**src/pkva_pkg.sv**
```systemverilog
// ----------------------------------------------------------------------------
// pkva_pkg
// Shared constants, codes and control structs of the paged KV page allocator.
// ----------------------------------------------------------------------------
`default_nettype none

package pkva_pkg;

  // Default sizes of the page pool and the sequence tables.
  localparam int NUM_PAGES_DEF         = 256;
  localparam int MAX_SEQS_DEF          = 8;
  localparam int MAX_PAGES_PER_SEQ_DEF = 64;
  localparam int SLOTS_PER_PAGE_DEF    = 16;

  // Field widths of the request, response and configuration channels.
  localparam int OP_W       = 1;
  localparam int SEQ_W      = 3;
  localparam int LAYER_W    = 5;
  localparam int HEAD_W     = 4;
  localparam int STATUS_W   = 2;
  localparam int PAGE_OUT_W = 8;
  localparam int OFFSET_W   = 22;
  localparam int LEN_W      = 11;
  localparam int REL_W      = 7;
  localparam int KV_W       = 5;
  localparam int HSIZE_W    = 9;
  localparam int CFG_IDX_W  = 1;
  localparam int CFG_DATA_W = 9;

  // Width of layer * kv_heads + head.
  localparam int PROD1_W = 11;

  // Configuration reset values.
  localparam logic [KV_W-1:0]    KV_HEADS_RST  = KV_W'(8);
  localparam logic [HSIZE_W-1:0] HEAD_SIZE_RST = HSIZE_W'(64);

  typedef enum logic [STATUS_W-1:0] {
    STATUS_OK         = 2'd0,
    STATUS_NO_PAGE    = 2'd1,
    STATUS_TABLE_FULL = 2'd2
  } status_t;

  typedef enum logic [OP_W-1:0] {
    OP_APPEND = 1'b0,
    OP_FREE   = 1'b1
  } op_t;

  typedef enum logic [CFG_IDX_W-1:0] {
    CFG_KV_HEADS  = 1'b0,
    CFG_HEAD_SIZE = 1'b1
  } cfg_idx_t;

  // Kind of response the datapath builds.
  typedef enum logic [2:0] {
    RES_OK,
    RES_BAD_SEQ,
    RES_NO_PAGE,
    RES_TABLE_FULL,
    RES_FREE
  } res_kind_t;

  // Commands from the controller to the datapath.
  typedef struct packed {
    logic      load;
    logic      pop_direct;
    logic      stack_rd;
    logic      pop_mem;
    logic      pt_rd_last;
    logic      pt_capture;
    logic      pt_wr;
    logic      walk_rd;
    logic      push;
    logic      emit;
    res_kind_t kind;
  } pkva_cmd_t;

  // Status from the datapath to the controller.
  typedef struct packed {
    logic seq_bad;
    logic is_free;
    logic need_new;
    logic table_full;
    logic pool_empty;
    logic pop_direct_ok;
    logic walk_done;
    logic out_free;
  } pkva_stat_t;

endpackage

`default_nettype wire

```
**src/pkva_ctrl.sv**
```systemverilog
// ----------------------------------------------------------------------------
// pkva_ctrl
// Controller of the page allocator: sequences decode, pop, table access,
// the free walk and the response handoff.
// ----------------------------------------------------------------------------
`default_nettype none

module pkva_ctrl (
  input  logic                 clk,
  input  logic                 rst,
  input  logic                 req_valid,
  output logic                 req_ready,
  input  pkva_pkg::pkva_stat_t stat,
  output pkva_pkg::pkva_cmd_t  cmd
);
  import pkva_pkg::*;

  typedef enum logic [3:0] {
    S_IDLE,
    S_DECIDE,
    S_POP_WAIT,
    S_PT_WR,
    S_PT_WAIT,
    S_FINISH,
    S_ERR,
    S_FREE_RD,
    S_FREE_PUSH,
    S_FREE_END
  } state_t;

  state_t    state, state_next;
  res_kind_t kind, kind_next;

  assign req_ready = (state == S_IDLE);

  // Next state and commands.
  always_comb begin
    state_next = state;
    kind_next  = kind;
    cmd        = '0;
    cmd.kind   = RES_OK;
    case (state)
      S_IDLE: begin
        if (req_valid) begin
          cmd.load   = 1'b1;
          state_next = S_DECIDE;
        end
      end
      S_DECIDE: begin
        if (stat.seq_bad) begin
          kind_next  = RES_BAD_SEQ;
          state_next = S_ERR;
        end else if (stat.is_free) begin
          state_next = S_FREE_RD;
        end else if (stat.need_new) begin
          if (stat.table_full) begin
            kind_next  = RES_TABLE_FULL;
            state_next = S_ERR;
          end else if (stat.pool_empty) begin
            kind_next  = RES_NO_PAGE;
            state_next = S_ERR;
          end else if (stat.pop_direct_ok) begin
            cmd.pop_direct = 1'b1;
            state_next     = S_PT_WR;
          end else begin
            cmd.stack_rd = 1'b1;
            state_next   = S_POP_WAIT;
          end
        end else begin
          cmd.pt_rd_last = 1'b1;
          state_next     = S_PT_WAIT;
        end
      end
      S_POP_WAIT: begin
        cmd.pop_mem = 1'b1;
        state_next  = S_PT_WR;
      end
      S_PT_WR: begin
        cmd.pt_wr  = 1'b1;
        state_next = S_FINISH;
      end
      S_PT_WAIT: begin
        cmd.pt_capture = 1'b1;
        state_next     = S_FINISH;
      end
      S_FINISH: begin
        if (stat.out_free) begin
          cmd.emit   = 1'b1;
          cmd.kind   = RES_OK;
          state_next = S_IDLE;
        end
      end
      S_ERR: begin
        if (stat.out_free) begin
          cmd.emit   = 1'b1;
          cmd.kind   = kind;
          state_next = S_IDLE;
        end
      end
      S_FREE_RD: begin
        if (stat.walk_done) begin
          state_next = S_FREE_END;
        end else begin
          cmd.walk_rd = 1'b1;
          state_next  = S_FREE_PUSH;
        end
      end
      S_FREE_PUSH: begin
        cmd.push   = 1'b1;
        state_next = S_FREE_RD;
      end
      S_FREE_END: begin
        if (stat.out_free) begin
          cmd.emit   = 1'b1;
          cmd.kind   = RES_FREE;
          state_next = S_IDLE;
        end
      end
      default: begin
        state_next = S_IDLE;
      end
    endcase
  end

  // State and registered response kind.
  always_ff @(posedge clk) begin
    if (rst) begin
      state <= S_IDLE;
      kind  <= RES_OK;
    end else begin
      state <= state_next;
      kind  <= kind_next;
    end
  end

endmodule

`default_nettype wire

```
**config.mk**
```make
export PLATFORM = sky130hd
export DESIGN_NAME = pkva_ctrl
export DESIGN_NICKNAME = d
export VERILOG_FILES = /design/src/pkva_pkg.sv /design/src/pkva_ctrl.sv
export SDC_FILE = /design/constraint.sdc
export NUM_CORES = 1
export LEC_CHECK = 0
export BUFFER_PORTS_ARGS = -buffer_cell sky130_fd_sc_hd__buf_2
export CAP_MARGIN = 5
export CORE_UTILIZATION = 30
export CTS_BUF_LIST = sky130_fd_sc_hd__clkbuf_2 sky130_fd_sc_hd__clkbuf_4 sky130_fd_sc_hd__clkbuf_8
export DETAILED_ROUTE_END_ITERATION = 8
export HOLD_SLACK_MARGIN = 0.15
export PLACE_DENSITY_LB_ADDON = 0.2
export RECOVER_POWER = 100
export SETUP_SLACK_MARGIN = 0.1
export SLEW_MARGIN = 10
export SYNTH_ARGS = -nofsm -noshare
export SYNTH_HDL_FRONTEND = slang
export SYNTH_SLANG_ARGS = --single-unit
```
**constraint.sdc**
```tcl
create_clock -name clk -period 1.65 [get_ports clk]
set_clock_uncertainty 0.15 [all_clocks]
set_input_delay 0 -clock clk [delete_from_list [all_inputs] [get_ports clk]]
set_output_delay 0 -clock clk [all_outputs]
set_load 0.03 [all_outputs]
```
==> results by group, run 1 <==
Run status
  – Result of the run: complete, no violations

Finish
  – Layout Cell Area excl Fill: 951 sq um
  – Filler cell count: 197
  – Fraction of layout cells with a size suffix above 1: 43.0%
  – Area Growth Syn to Fin: 59.3%
  – Ant diodes: 0
  – Final standard cell count with taps included and fillers excluded: 146
  – Area of all sequential standard cells: 130 sq um
  – Final #Nets: 134
  – Multi-input gate area: 453 sq um

GRT
  – Global-route wire length before repair: 2.57 mm
  – Number of antenna violations at the first check in global routing: 0
  – Via count of the first global-routing pass: 641
  – GR Overflow Total: 0
  – Total global routing track utilization: 16.8%
  – Largest net degree at the start of global routing: 13

Logic synthesis
  – Post-synth cell types: 38
  – Dominant cell by count in the synthesized netlist: nor2_1
  – Synth Register Bits: 6
  – Combinational family with the most area after synthesis: simple AND/OR/NAND/NOR gates
  – Largest cells by area after synthesis: dfxtp_1, nor2_1, a21oi_1, nor4b_4, buf_6
  – Synthesized netlist cell count: 80
  – Arithmetic-cell share of the synthesized area counting full adders, half adders and majority gates: 0%
  – EDFF count, synth: 0
  – Post-synthesis mux area share: 1.68%
  – Cell type with the largest total area after synthesis: dfxtp_1
  – Syn Std Cell Area: 597 sq um
  – Post-Synth Simple-Gate Area: 41.7%
  – Most instantiated flip-flop cell in the synthesis netlist: dfxtp_1
  – Complex-gate fraction of the synthesized area: 24.3%
  – Share of the synthesized area in the top cell type: 20.1%
  – Fraction of the yosys area taken by sequential cells: 20.1%
  – Number of nets produced by synthesis: 91
  – Share of synthesized flip-flops with an asynchronous set or reset: 0%
  – Synth cell count leaders: nor2_1, a21oi_1, dfxtp_1, inv_1
  – Fraction of synthesized cell area in xor and xnor cells: 1.47%
  – Synthesis warning total: 0
  – Synthesized area divided by synthesized cell count: 7.46 sq um

Floorplan
  – Die Height: 46.6 um
  – Die span in x: 46.6 um
  – Starting density of the core: 33.1%
  – Count of standard-cell rows: 15
  – Top Ports: 25
  – Area of the core: 1800 sq um
  – Die Footprint: 2170 sq um

STA
  – Share of the cycle needed by the critical path after routing: 92.8%
  – Actual slew at the worst max-slew pin: 0.373 ns
  – Max-slew headroom: 75.3%
  – F_max: 653 MHz
  – Final hold violations: 0
  – Sum Neg Setup Slack: 0 ns
  – Max-slew violation count: 0
  – Final Critical Period: 1.53 ns
  – Unrepaired setup endpoints after global routing: true
  – Final Setup Violations: 0

Clocking
  – Clk buf depth: 2
  – Clock insertion delay at the later pin of the skew report: 0.24 ns
  – Clock tree from TritonCTS: done
  – Clock transition at path regs: 0.04 ns
  – Clock sink count: 6
  – Level count of the clock H-tree: 1
  – Buffer cell driving the clock tree root: clkbuf_4
  – Num CTS Buffers: 3

Critical path
  – Origin of the worst setup path: state[3]
  – Maximum fanout encountered on the critical timing path: 9
  – CP startpoint kind: flip-flop
  – R2r startpoint: state[0]
  – Data arrival time of the worst path: 1.38 ns
  – Kind of end point of the critical path: output port
  – WP data required: 1.50 ns
  – Worst Setup Path Type: reg -> out

Placed design
  – Number of placed cells counting well taps: 133
  – Detailed-placement wirelength estimate: 1.26 mm
  – Weighted congestion at the end of routability-driven global placement: 0.786
  – Placed standard-cell area: 800 sq um
  – Buffers on Ports: 24

Route
  – Number of DRC violations after detailed-routing iteration 0: 10
  – Mean routed wirelength per cell: 11.1 um
  – Wire length reported by the detailed router: 1.62 mm
  – Residual antenna-violating net count after detailed routing: 0
  – Via-to-Cell Ratio: 4.97
  – Detailed-routing iteration count for the pre-antenna-repair pass: 4
  – Number of vias in the routed layout: 726
  – Number of DRC violations after detailed routing: 0

Hold path
  – Class of the tightest hold or removal check: in -> out
  – Beginning of the worst hold path: req_valid

Power and ir drop
  – VDD IR max: 0.000572 V
  – Pleak: 0.422 nW
  – PD cells: 1380 nW/um^2

Run
  – Count of maximum capacitance violations: 0
-- through the flow --
| stage | worst slack, ns | total power [mW] | hold slack, ns | utilization, % |
|---|---|---|---|---|
| detailed placement | -0.0180 | 1.11 | 0.128 | 44.4 |
| CTS | 0.107 | 1.29 | 0.221 | 51.9 |
| finish | 0.119 | 1.31 | 0.228 | 52.8 |
| floorplan | -0.0669 | 0.855 | -0.0817 | - |
| global route | 0.0221 | 1.42 | 0.266 | 52.8 |
| global placement | 0.0555 | 1.11 | 0.127 | 44.4 |
-- cell families (layout without fill, tap and decap cells) --
kind of cell,Yosys count,in the layout
buffers and inverters,12,53
AND/OR/NAND/NOR,40,40
multiplexers,1,1
flip-flops,6,6
XOR/XNOR,1,1
AO/OA/AOI/OAI,20,20
-- final timing paths --
check        cells past startpoint       end  slack (ns)
max                              5    cmd[3]        0.12
min                              3   cmd[12]        0.23
max reg2reg                      5  state[0]        0.13
min reg2reg                      2   kind[0]        0.32
-- critical path, stage by stage, from the launching register on --
cell and delay, ns:
dfxtp_2 0.47, nand2b_2 0.16, nor2_2 0.14, a31oi_1 0.05
nor2b_1 0.11, clkbuf_2 0.21
-- registers in the layout, summed over array words and instances, names as in the netlist --
register,flops
kind,2
state,4
-- placed cells by master (no fill, tap or decap), drive strengths merged, types with 3 or more instances in the layout --
cell and instances:
a21oi 6, nand3 3, nor3 4, clkbuf 15
nand2b 3, nor2 12, and3 3, and2 3
dfxtp 6, buf 23, inv 6, dlygate4sd3 9
-- final cells by class --
cell class | instances | area share, %
multi-input combinational | 62 | 47.6
clock buffer | 3 | 2.37
tap | 25 | 3.29
inverter | 6 | 2.37
sequential | 6 | 13.7
timing repair buffer | 44 | 30.7
-- routing by layer --
metal	GRT usage [%]	share of wire [%]	up-vias
li1	-	-	375
met1	19.4	44	321
met2	29.4	50	28
met3	2.35	5.0	2
met4	8.82	0.68	0
met5	0	0	-
-- what timing repair did --
| item | in CTS | in global routing |
|---|---|---|
| resized for setup | 10 | 12 |
| buffers inserted | 0 | 1 |
| setup endpoints to repair | 14 | 10 |
| pin swaps | 1 | 3 |
| endpoints found under the hold margin | 8 | 0 |
| cloned | 0 | 0 |
| hold buffers | 9 | 0 |
-- report_power, final --
group          switching, mW  internal (mW)
combinational          0.486          0.409
clock                 0.0493         0.0820
sequential            0.0804          0.206
total                  0.615          0.696
(Power assumes the default switching activity.)
==> run 2: changes to the inputs <==
--- a/config.mk
+++ b/config.mk
@@ -11,7 +11,7 @@
 export CTS_BUF_LIST = sky130_fd_sc_hd__clkbuf_2 sky130_fd_sc_hd__clkbuf_4 sky130_fd_sc_hd__clkbuf_8
 export DETAILED_ROUTE_END_ITERATION = 8
 export HOLD_SLACK_MARGIN = 0.15
-export PLACE_DENSITY_LB_ADDON = 0.2
+export PLACE_DENSITY = 0.59
 export RECOVER_POWER = 100
 export SETUP_SLACK_MARGIN = 0.1
 export SLEW_MARGIN = 10
==> constraint.sdc (replaced) <==
create_clock -name clk -period 1.7 [get_ports clk]
set_clock_uncertainty 0.15 [all_clocks]
set_input_delay 0 -clock clk [delete_from_list [all_inputs] [get_ports clk]]
set_output_delay 0 -clock clk [all_outputs]
set_load 0.03 [all_outputs]
==> results by group, run 2 (synthesis results as in run 1) <==
Route
  – Routed wl met2: 984 um (+21%)
  – Number of DRC violations after detailed routing: 0 (unchanged)
  – Mean routed wirelength per cell: 12.6 um (+13%)
  – Number of DRC violations after detailed-routing iteration 0: 13 (+3)
  – Highest metal layer with signal wires: met3
  – Via-to-Cell Ratio: 5.15 (+3.7%)
  – Total met3 wirelength after detailed routing: 68 um (-17%)
  – Number of vias in the routed layout: 768 (+5.8%)
  – Wire length reported by the detailed router: 1.88 mm (+16%)
  – Met1 WL: 827 um (+15%)
  – Residual antenna-violating net count after detailed routing: 0 (unchanged)
  – Detailed-routing iteration count for the pre-antenna-repair pass: 4 (unchanged)

Finish
  – Number of flip-flops in the largest register: 4 (unchanged)
  – Filler cell count: 191 (-3.0%)
  – Fraction of layout cells with a size suffix above 1: 44.4% (+1.4 points)
  – Layout Cell Area excl Fill: 990 sq um (+4.1%)
  – Registers with the most flip-flops: state: 4 flops, kind: 2 flops
  – Leading cell type in the layout, fill and taps excluded: buf_4
  – Most frequent cells in the layout: buf_4, nor2_1, buf_2
  – Ant diodes: 0 (unchanged)
  – Final #Nets: 137 (+2.2%)
  – Area Growth Syn to Fin: 65.8%
  – Register with the highest flop count: state
  – Final standard cell count with taps included and fillers excluded: 149 (+2.1%)

STA
  – Final hold violations: 0 (unchanged)
  – Final Critical Period: 1.65 ns
  – Max-slew violation count: 0 (unchanged)
  – Actual slew at the worst max-slew pin: 0.488 ns (+0.115 ns)
  – Final Setup Violations: 0 (unchanged)
  – Share of the cycle needed by the critical path after routing: 97.2%
  – F_max: 605 MHz
  – Max-slew headroom: 67.1% (-8.2 points)
  – Sum Neg Setup Slack: 0 ns (unchanged)
  – Unrepaired setup endpoints after global routing: true

Clocking
  – Clk buf depth: 2 (unchanged)
  – Clock tree from TritonCTS: done
  – Num CTS Buffers: 3 (unchanged)
  – Clock insertion delay at the later pin of the skew report: 0.24 ns (about the same)
  – Clock transition at path regs: 0.05 ns (about the same)
  – Level count of the clock H-tree: 1 (unchanged)
  – Buffer cell driving the clock tree root: clkbuf_4
  – Clock sink count: 6 (unchanged)

GRT
  – Global-route wire length before repair: 2.68 mm (+4.0%)
  – Number of antenna violations at the first check in global routing: 0 (unchanged)
  – Total global routing track utilization: 17.7% (+0.91 points)
  – Via count of the first global-routing pass: 644 (+0.47%)
  – GR Overflow Total: 0 (unchanged)
  – Largest net degree at the start of global routing: 12 (-1)

Floorplan
  – Die Height: 46.6 um (unchanged)
  – Starting density of the core: 33.1% (unchanged)
  – Die span in x: 46.6 um (unchanged)
  – Count of standard-cell rows: 15 (unchanged)
  – Die Footprint: 2170 sq um (unchanged)
  – Area of the core: 1800 sq um (unchanged)
  – Top Ports: 25 (unchanged)

Placed design
  – Detailed-placement wirelength estimate: 1.19 mm (-5.1%)
  – Placed standard-cell area: 785 sq um (-1.9%)
  – Buffers on Ports: 24 (unchanged)
  – Number of placed cells counting well taps: 131 (-1.5%)
  – Weighted congestion at the end of routability-driven global placement: 0.820 (+4.3%)

Hold path
  – Class of the tightest hold or removal check: in -> out

Power and ir drop
  – Clock network power share: 9.6% (-0.4 points)
  – Sw Ratio: 45.4% (-1.5 points)
  – Net Switching: 634 uW (+3.1%)
  – Sequential cell fraction of total power: 19.5% (-2.3 points)
  – Combinational share of power: 71.0% (+2.8 points)
  – VDD IR max: 0.000609 V (+6.6%)
  – Cell-internal power: 764 uW (+9.7%)
  – Pleak: 0.440 nW (+4.2%)
  – PD cells: 1410 nW/um^2 (+2.4%)

Critical path
  – Kind of end point of the critical path: flip-flop
  – Worst Setup Path Type: reg -> reg
  – Data arrival time of the worst path: 1.61 ns (+0.23 ns)
  – Maximum fanout encountered on the critical timing path: 6 (-3)
  – CP startpoint kind: flip-flop
  – WP data required: 1.65 ns (+0.15 ns)

Run
  – Count of maximum capacitance violations: 0 (unchanged)

Run status
  – Result of the run: complete, no violations
-- run 2: critical path, cell delays in order, from the launching register on --
cell,delay (ns)
dfxtp_2,0.38
buf_4,0.16
nand2b_4,0.16
nor3_1,0.06
o311ai_0,0.44
o41ai_2,0.15
-- run 2: timing repair --
action,4_1_cts,5_1_grt
pin swaps,3,3
gates resized for setup,12,8
setup endpoints to repair,13,8
hold buffers,9,0
gates cloned,0,0
setup buffers,4,2
hold endpoints to repair,7,0
-- run 2: layer usage --
metal | vias to the layer above | track usage (%)
met2 | 24 | 31.1
met5 | - | 0
met3 | 0 | 2.35
li1 | 386 | -
met4 | 0 | 7.06
met1 | 358 | 21.3
-- run 2: final timing paths --
kind | start | endpoint | slack (ns) | depth (start not counted)
max | state[1] | state[0] | 0.05 | 5
min | stat[1] | cmd[5] | 0.19 | 3
max reg2reg | state[1] | state[0] | 0.05 | 5
min reg2reg | kind[1] | kind[1] | 0.31 | 1
-- run 2: per-stage QoR --
| step | setup WS [ns] | util (%) | hold WS, ns | power (mW) |
|---|---|---|---|---|
| floorplan | -0.0169 | - | -0.0817 | 0.830 |
| global placement | 0.00909 | 43.5 | 0.117 | 1.07 |
| detailed placement | 0.0433 | 43.5 | 0.120 | 1.06 |
| CTS | 0.0645 | 53.1 | 0.154 | 1.34 |
| global route | 0.0143 | 54.9 | 0.214 | 1.49 |
| finish | 0.0470 | 54.9 | 0.187 | 1.40 |
-- run 2: power by group through the flow --
| stage | Sequential (mW) | Combinational [mW] | Clock [mW] |
|---|---|---|---|
| after floorplan | 0.207 | 0.623 | 0 |
| after global placement | 0.269 | 0.800 | 0 |
| after detailed placement | 0.267 | 0.798 | 0 |
| after CTS | 0.285 | 0.918 | 0.140 |
| after global routing | 0.282 | 1.07 | 0.146 |
| final | 0.272 | 0.992 | 0.134 |
-- run 2: cell type report --
type	count	area, sq um	area share [%]
flip-flops and latches	6	133	13.4
clock buffers	3	22.5	2.28
multi-input cells	62	457	46.1
inverters	6	22.5	2.28
repair buffers	47	324	32.7
well taps	25	31.3	3.16
